`config.mk`:
```
export PLATFORM = sky130hd
export DESIGN_NAME = running_min_max_mean
export DESIGN_NICKNAME = d
export VERILOG_FILES = /design/src/sv/rmmm_pkg.sv /design/src/sv/rmmm_ctrl.sv /design/src/sv/rmmm_datapath.sv /design/src/sv/running_min_max_mean.sv
export SDC_FILE = /design/constraint.sdc
export NUM_CORES = 1
export LEC_CHECK = 0
export ABC_CLOCK_PERIOD_IN_PS = 5450
export BUFFER_PORTS_ARGS = -buffer_cell sky130_fd_sc_hd__buf_2
export CELL_PAD_IN_SITES_DETAIL_PLACEMENT = 0
export CELL_PAD_IN_SITES_GLOBAL_PLACEMENT = 1
export CORE_ASPECT_RATIO = 0.5
export CORE_UTILIZATION = 48
export DETAILED_ROUTE_END_ITERATION = 7
export PLACE_DENSITY_LB_ADDON = 0.1
export SLEW_MARGIN = 30
export SYNTH_ARGS = -nofsm -noshare
export SYNTH_HDL_FRONTEND = slang
export SYNTH_HIERARCHICAL = 1
export SYNTH_SLANG_ARGS = --single-unit
```
`constraint.sdc`:
```
create_clock -name clk_i -period 5.45 [get_ports clk_i]
set_input_delay 0.8175 -clock clk_i [delete_from_list [all_inputs] [get_ports clk_i]]
set_output_delay 0.8175 -clock clk_i [all_outputs]
set_load 0.02 [all_outputs]
```
`src/sv/rmmm_pkg.sv`:
```
// ----------------------------------------------------------------------------
// rmmm_pkg
// Shared command type for the running min / max / mean block.
// ----------------------------------------------------------------------------
package rmmm_pkg;

  // Commands from the controller to the datapath, one per cycle at most.
  typedef struct packed {
    logic load;    // take a sample, update last / min / max / count, form difference
    logic abs;     // replace difference by its magnitude, clear remainder
    logic step;    // one restoring division step
    logic finish;  // apply quotient to mean, load output register
  } rmmm_cmd_t;

endpackage : rmmm_pkg

```
`src/sv/rmmm_ctrl.sv`:
```
// ----------------------------------------------------------------------------
// rmmm_ctrl
// Sequencer: accept a sample, run the divider, then hand off the result.
// ----------------------------------------------------------------------------
module rmmm_ctrl #(
  parameter int DIV_STEPS = 49
) (
  input  logic              clk_i,
  input  logic              rst_ni,
  input  logic              in_valid_i,
  output logic              in_ready_o,
  output logic              out_valid_o,
  input  logic              out_ready_i,
  output rmmm_pkg::rmmm_cmd_t cmd_o
);
  import rmmm_pkg::*;

  localparam int CntW = $clog2(DIV_STEPS);

  typedef enum logic [1:0] {
    ST_IDLE,
    ST_ABS,
    ST_DIV,
    ST_FIN
  } state_e;

  state_e          state_q;
  logic [CntW-1:0] cnt_q;
  logic            out_valid_q;
  logic            fin_go;

  // Finish only when the output register is free or is draining this cycle.
  assign fin_go = (state_q == ST_FIN) && (!out_valid_q || out_ready_i);

  assign in_ready_o  = (state_q == ST_IDLE);
  assign out_valid_o = out_valid_q;

  always_comb begin
    cmd_o        = '0;
    cmd_o.load   = (state_q == ST_IDLE) && in_valid_i;
    cmd_o.abs    = (state_q == ST_ABS);
    cmd_o.step   = (state_q == ST_DIV);
    cmd_o.finish = fin_go;
  end

  always_ff @(posedge clk_i or negedge rst_ni) begin
    if (!rst_ni) begin
      state_q     <= ST_IDLE;
      cnt_q       <= '0;
      out_valid_q <= 1'b0;
    end else begin
      if (fin_go) begin
        out_valid_q <= 1'b1;
      end else if (out_ready_i) begin
        out_valid_q <= 1'b0;
      end
      unique case (state_q)
        ST_IDLE: begin
          if (in_valid_i) begin
            state_q <= ST_ABS;
          end
        end
        ST_ABS: begin
          cnt_q   <= '0;
          state_q <= ST_DIV;
        end
        ST_DIV: begin
          if (cnt_q == CntW'(DIV_STEPS - 1)) begin
            state_q <= ST_FIN;
          end else begin
            cnt_q <= cnt_q + 1'b1;
          end
        end
        ST_FIN: begin
          if (fin_go) begin
            state_q <= ST_IDLE;
          end
        end
        default: state_q <= ST_IDLE;
      endcase
    end
  end

endmodule : rmmm_ctrl

```
`src/sv/rmmm_datapath.sv`:
```
// ----------------------------------------------------------------------------
// rmmm_datapath
// Statistic registers, radix-2 restoring divider and output register.
// ----------------------------------------------------------------------------
module rmmm_datapath #(
  parameter int SAMPLE_WIDTH = 32,
  parameter int FRAC_BITS    = 16,
  parameter int COUNT_WIDTH  = 32
) (
  input  logic                                  clk_i,
  input  logic                                  rst_ni,
  input  rmmm_pkg::rmmm_cmd_t                   cmd_i,
  input  logic signed [SAMPLE_WIDTH-1:0]        sample_i,
  output logic signed [SAMPLE_WIDTH-1:0]        current_value_o,
  output logic signed [SAMPLE_WIDTH-1:0]        minimum_o,
  output logic signed [SAMPLE_WIDTH-1:0]        maximum_o,
  output logic signed [SAMPLE_WIDTH+FRAC_BITS-1:0] mean_o,
  output logic [COUNT_WIDTH-1:0]                sample_count_o
);
  import rmmm_pkg::*;

  localparam int MW = SAMPLE_WIDTH + FRAC_BITS;
  localparam int DW = MW + 1;
  localparam int CW = COUNT_WIDTH;

  logic signed [SAMPLE_WIDTH-1:0] last_q, low_q, high_q;
  logic signed [MW-1:0]           mean_q, mean_d;
  logic [CW-1:0]                  seen_q;
  logic [DW-1:0]                  dvd_q;
  logic [CW-1:0]                  rem_q;
  logic                           neg_q;

  logic                           first;
  logic signed [DW-1:0]           diff;
  logic [CW:0]                    shifted;
  logic                           ge;

  assign first   = (seen_q == '0);
  assign diff    = (DW'(sample_i) <<< FRAC_BITS) - DW'(mean_q);
  assign shifted = {rem_q, dvd_q[DW-1]};
  assign ge      = (shifted >= {1'b0, seen_q});
  assign mean_d  = neg_q ? (mean_q - $signed(dvd_q[MW-1:0]))
                         : (mean_q + $signed(dvd_q[MW-1:0]));

  // Statistic state; reset to zero as the running totals are control state.
  always_ff @(posedge clk_i or negedge rst_ni) begin
    if (!rst_ni) begin
      last_q <= '0;
      low_q  <= '0;
      high_q <= '0;
      mean_q <= '0;
      seen_q <= '0;
    end else begin
      if (cmd_i.load) begin
        last_q <= sample_i;
        if (first || (sample_i < low_q)) begin
          low_q <= sample_i;
        end
        if (first || (sample_i > high_q)) begin
          high_q <= sample_i;
        end
        if (seen_q != '1) begin
          seen_q <= seen_q + 1'b1;
        end
      end
      if (cmd_i.finish) begin
        mean_q <= mean_d;
      end
    end
  end

  // Divider: dividend shifts out at the top, quotient bits shift in below.
  always_ff @(posedge clk_i) begin
    if (cmd_i.load) begin
      dvd_q <= diff;
      neg_q <= diff[DW-1];
    end else if (cmd_i.abs) begin
      dvd_q <= neg_q ? (~dvd_q + 1'b1) : dvd_q;
      rem_q <= '0;
    end else if (cmd_i.step) begin
      dvd_q <= {dvd_q[DW-2:0], ge};
      rem_q <= ge ? CW'(shifted - {1'b0, seen_q}) : shifted[CW-1:0];
    end
  end

  // Output register: hold until taken.
  always_ff @(posedge clk_i) begin
    if (cmd_i.finish) begin
      current_value_o <= last_q;
      minimum_o       <= low_q;
      maximum_o       <= high_q;
      mean_o          <= mean_d;
      sample_count_o  <= seen_q;
    end
  end

endmodule : rmmm_datapath

```
`src/sv/running_min_max_mean.sv`:
```
// ----------------------------------------------------------------------------
// running_min_max_mean
// Running last value, minimum, maximum, saturating count and incremental mean.
// ----------------------------------------------------------------------------
// Sequence: a sample beat is accepted, its difference from the mean is made a
//   magnitude, one radix-2 divider step runs per quotient bit, then finish
//   loads the result beat. A new sample is accepted only once the previous one
//   has finished. A result beat left waiting holds the finish.
// Reset: rst_ni clears all statistics to zero and empties the output register;
//   the block is ready for a sample straight out of reset.
// ----------------------------------------------------------------------------
module running_min_max_mean #(
  parameter int SAMPLE_WIDTH = 32,
  parameter int FRAC_BITS    = 16,
  parameter int COUNT_WIDTH  = 32
) (
  input  logic clk_i,
  input  logic rst_ni,
  // sample beat
  input  logic                                   s_axis_tvalid,
  output logic                                   s_axis_tready,
  // tdata: sample
  input  logic [((SAMPLE_WIDTH+7)/8)*8-1:0]       s_axis_tdata,
  // result beat
  output logic                                   m_axis_tvalid,
  input  logic                                   m_axis_tready,
  // tdata: current_value, minimum, maximum, mean, sample_count
  output logic [((4*SAMPLE_WIDTH+FRAC_BITS+COUNT_WIDTH+7)/8)*8-1:0] m_axis_tdata
);
  import rmmm_pkg::*;

  localparam int MW     = SAMPLE_WIDTH + FRAC_BITS;
  localparam int OUT_W  = 3*SAMPLE_WIDTH + MW + COUNT_WIDTH;
  localparam int OUT_TW = ((OUT_W + 7)/8)*8;
  // One quotient bit per step over the sign-magnitude difference.
  localparam int DIV_STEPS = MW + 1;

  rmmm_cmd_t                      cmd;
  logic signed [SAMPLE_WIDTH-1:0] sample;
  logic signed [SAMPLE_WIDTH-1:0] current_value, minimum, maximum;
  logic signed [MW-1:0]           mean;
  logic [COUNT_WIDTH-1:0]         sample_count;

  // Take the sample from the low bits; padding above is ignored.
  assign sample = $signed(s_axis_tdata[SAMPLE_WIDTH-1:0]);

  // Sequencer: idle -> magnitude -> divide -> finish.
  rmmm_ctrl #(
    .DIV_STEPS (DIV_STEPS)
  ) u_ctrl (
    .clk_i       (clk_i),
    .rst_ni      (rst_ni),
    .in_valid_i  (s_axis_tvalid),
    .in_ready_o  (s_axis_tready),
    .out_valid_o (m_axis_tvalid),
    .out_ready_i (m_axis_tready),
    .cmd_o       (cmd)
  );

  // Statistics, divider and output register.
  rmmm_datapath #(
    .SAMPLE_WIDTH (SAMPLE_WIDTH),
    .FRAC_BITS    (FRAC_BITS),
    .COUNT_WIDTH  (COUNT_WIDTH)
  ) u_datapath (
    .clk_i           (clk_i),
    .rst_ni          (rst_ni),
    .cmd_i           (cmd),
    .sample_i        (sample),
    .current_value_o (current_value),
    .minimum_o       (minimum),
    .maximum_o       (maximum),
    .mean_o          (mean),
    .sample_count_o  (sample_count)
  );

  // Pack fields from the lowest bit up; zero-fill to a whole byte.
  assign m_axis_tdata = OUT_TW'({sample_count, mean, maximum, minimum, current_value});

endmodule : running_min_max_mean

```
==> metrics.log <==
INFO  metric die_area = 0.05690 sq mm
INFO  metric syn-instance-count = 2596
INFO  metric htree_levels = 2
INFO  metric pd_cells = 765.3 mW/mm^2
INFO  metric final_routed_wirelength_across_all_metal_layers = 72.52 mm
INFO  metric power_switching = 10.45 mW
INFO  metric mostFrequentLayoutCells = 258 x edfxtp_1, 212 x buf_2, 197 x nor2_1
INFO  metric synthesis.area = 0.02683 sq mm
INFO  metric netlist.area_leader.share = 28.88%
INFO  metric startpoint = u_datapath/dvd_q[3]
INFO  metric finalNetCount = 2990
INFO  metric cts_sinks = 443
INFO  metric criticalPathCategory = flip-flop to flip-flop
INFO  metric grt_first_pass_wirelength = 112.2 mm
INFO  metric m1WireLength = 35.76 mm
INFO  metric rsz0062_at_grt = no
INFO  metric timing.critical_path.to_type = flip-flop
INFO  metric ir_drop = 0.3963 mV
INFO  metric globalRouteTotalUtil = 25.48%
INFO  metric power.internal = 12.51 mW
INFO  metric crit-reg2reg-launch = u_datapath/dvd_q[3]
INFO  metric ys_ff_latch = 443
INFO  metric max_slew.worst_pin.slew = 0.9354 ns
INFO  metric synthesis.nets = 2820
INFO  metric run_status = completed
INFO  metric die_w = 336.3 um
INFO  metric post-dp-hpwl = 52.88 mm
INFO  metric antenna_found_initial = 5
INFO  metric tritoncts = done
INFO  metric static_power_due_to_leakage = 12.48 nW
INFO  metric drt_first_pass_iters = 5
INFO  metric maxCapViolations = 0
INFO  metric ys_types = 91
INFO  metric setup_viol = 0
INFO  metric report.final.slew_viol_count = 0
INFO  metric worstPathMaxFanout = 7
INFO  metric drt.antenna.violating_nets = 0
INFO  metric die_h = 169.2 um
INFO  metric final.hold.worst_slack = 0.2551 ns
INFO  metric clkSlewWorstSetupHoldPaths = 0.07 ns
INFO  metric report.final.hold_viol_count = 0
INFO  metric grt-ovfl-total = 0
INFO  metric rows = 60
INFO  metric cts_made_buffers = 43
INFO  metric required = 5.89 ns
INFO  metric ys_dominant_reg_cell = edfxtp_1
INFO  metric swShare = 45.50%
INFO  metric number_of_vias_in_the_routed_layout = 20430
INFO  metric port_buffers = 213
INFO  metric final_common_cell = edfxtp_1
INFO  metric post_cts_hold_buffer_count = 0
INFO  metric clock-root-buffer = clkbuf_16
INFO  metric n_fill_cell = 4924
INFO  metric synthesis.area_per_instance = 10.33 sq um
INFO  metric synth-edff-count = 258
INFO  metric pwr-share-comb = 56.5%
INFO  metric worst_clock_skew = 0.02613 ns
INFO  metric final.min_clock_period = 5.068 ns
INFO  metric post_drt_via_cell_ratio = 5.766
INFO  metric route.detailed.wl_per_inst = 20.46 um
INFO  metric worst_case_clock_buffer_depth = 3
INFO  metric synth_warnings = 6
INFO  metric detail_route.iter0.violations = 1750
INFO  metric grt_max_degree = 133
INFO  metric post-cts-setup-buffers = 0
INFO  metric met3WireLength = 3.699 mm
INFO  metric crit_path_start_kind = flip-flop
INFO  metric sequential_share_of_the_synthesized_area = 46.13%
INFO  metric share_of_total_power_in_sequential_cells = 30.6%
INFO  metric coreArea = 0.05450 sq mm
INFO  metric route.top_layer_used = met4
INFO  metric num_io_pins = 214
INFO  metric starting_utilization_of_the_core_area = 49.22%
INFO  metric synth_async_sr_flop_share = 41.76%
INFO  metric cts-resized-gates = 0
INFO  metric routabilityCongestion = 0.9215
INFO  metric totalNegativeSetupSlack = 0 ns
INFO  metric cp_data_arrival_time = 5.51 ns
INFO  metric area_delta_synth_final = 11.82%
INFO  metric clock_power_share = 12.9%
INFO  metric drive_gt1_share = 17.04%
INFO  metric clkLatencyLatePin = 0.58 ns
INFO  metric synthDominantAreaCellType = edfxtp_1
INFO  metric timing.final.crit_share = 92.99%
INFO  metric hold_path_class = input pin to async pin
INFO  metric number_of_global_route_vias_before_repair = 19340
INFO  metric met2_length = 31.56 mm
INFO  metric fmax = 0.1973 GHz
INFO  metric slew-limit-headroom = 37.64%
INFO  metric synth.area.top_cells = edfxtp_1 29%, dfrtp_1 17%, ha_1 8.7%
INFO  metric drc_viols = 0
-- state kept, by name, summed over array words and instances, names as in the netlist, 6 cells and up --
signal,count
u_datapath/dvd_q,49
u_datapath/maximum_o,32
u_datapath/rem_q,32
u_datapath/low_q,32
u_datapath/last_q,32
u_datapath/current_value_o,32
u_datapath/mean_q,48
u_datapath/minimum_o,32
u_datapath/seen_q,32
u_datapath/mean_o,48
u_datapath/sample_count_o,32
u_ctrl/cnt_q,6
u_datapath/high_q,32
-- layout make-up --
| cell class | instances | area [sq um] | share of cell area [%] |
|---|---|---|---|
| flip-flops and latches | 443 | 12380 | 41.26 |
| repair buffers | 238 | 1275 | 4.250 |
| multi-input cells | 1856 | 13380 | 44.58 |
| clock inverters | 18 | 168.9 | 0.5630 |
| diodes | 1 | 2.502 | 0.008341 |
| clock buffers | 60 | 1180 | 3.933 |
| well taps | 744 | 930.9 | 3.103 |
| inverters | 184 | 690.7 | 2.302 |
-- power by group through the flow --
stage	combinational [mW]	clock [mW]	sequential, mW
floorplan	9.10	0	7.18
global placement	12.7	0	7.03
detailed placement	12.7	0	7.06
CTS	12.9	3.04	7.01
global route	14.3	3.15	7.22
finish	13.0	2.96	7.03
-- kinds of logic (layout without fill, tap and decap cells) --
family	Yosys count	in the layout	synth area share (%)
AOI/OAI and AO/OA	604	604	14.67
buffers and inverters	297	500	4.244
muxes	154	154	6.329
and+or+nand+nor	714	714	13.40
adders and majority gates	188	188	8.824
other	0	1	0
DFF	443	443	46.13
xor gates and xnor gates	196	196	6.399
-- path summary, 6_finish.rpt --
kind,to,slack (ns),depth (start not counted)
worst min-delay path,u_datapath/mean_q[14],0.26,1
worst min register to register,u_datapath/current_value_o[18],0.44,0
worst max-delay path,u_datapath/mean_q[42],0.38,16
max in group asynchronous,u_datapath/seen_q[16],4.08,2
worst max register to register,u_datapath/mean_q[42],0.38,16
min in group clk_i,u_datapath/current_value_o[18],0.44,0
-- per-layer routing --
metal	up-vias	GRT usage, %
li1	9788	-
met3	95	3.382
met5	-	0
met4	0	5.877
met1	10040	38.51
met2	515	38.65
-- through the flow --
step	power [mW]	util, %	cell area, sq um	std cells	worst slack, ns
final	22.96	55.04	30000	3544	0.3821
after CTS	22.92	55.00	29980	3543	0.3680
after global routing	24.70	55.04	30000	3544	0.004472
after floorplan	16.28	-	26830	2596	0.8274
after detailed placement	19.80	52.53	28630	3465	0.4027
after global placement	19.77	52.52	28620	3465	0.4904
-- synth_stat cells (22+ instances only) --
master      n
nor3_1     50
o21ai_0   107
ha_1      186
nand4_1    39
nand2_1   182
nor2b_1    33
nand2b_1   22
mux2_2    125
clkbuf_1   95
o22ai_1    23
a21o_1     92
xor2_1     50
nand3_1    57
a211oi_1   37
mux2i_1    29
edfxtp_1  258
or3_1      22
inv_1     181
nor4_1     22
xnor2_1   146
a21oi_1   176
dfrtp_1   185
and3_1     23
nor2_1    198
-- critical path, cell delays in order, from the launching register on --
cell,delay [ns]
edfxtp_1,0.48
or4_1,0.64
nor3_1,0.27
nand2_1,0.15
or3_1,0.39
nor3_1,0.26
nor2_1,0.09
xnor2_1,0.16
ha_1,0.41
nand2_1,0.09
o21ai_0,0.32
a2111oi_2,0.10
o31a_2,0.44
o31ai_4,0.28
a21oi_1,0.22
o2111a_1,0.27
or3_1,0.36
Power figures use the tool's default switching activity.
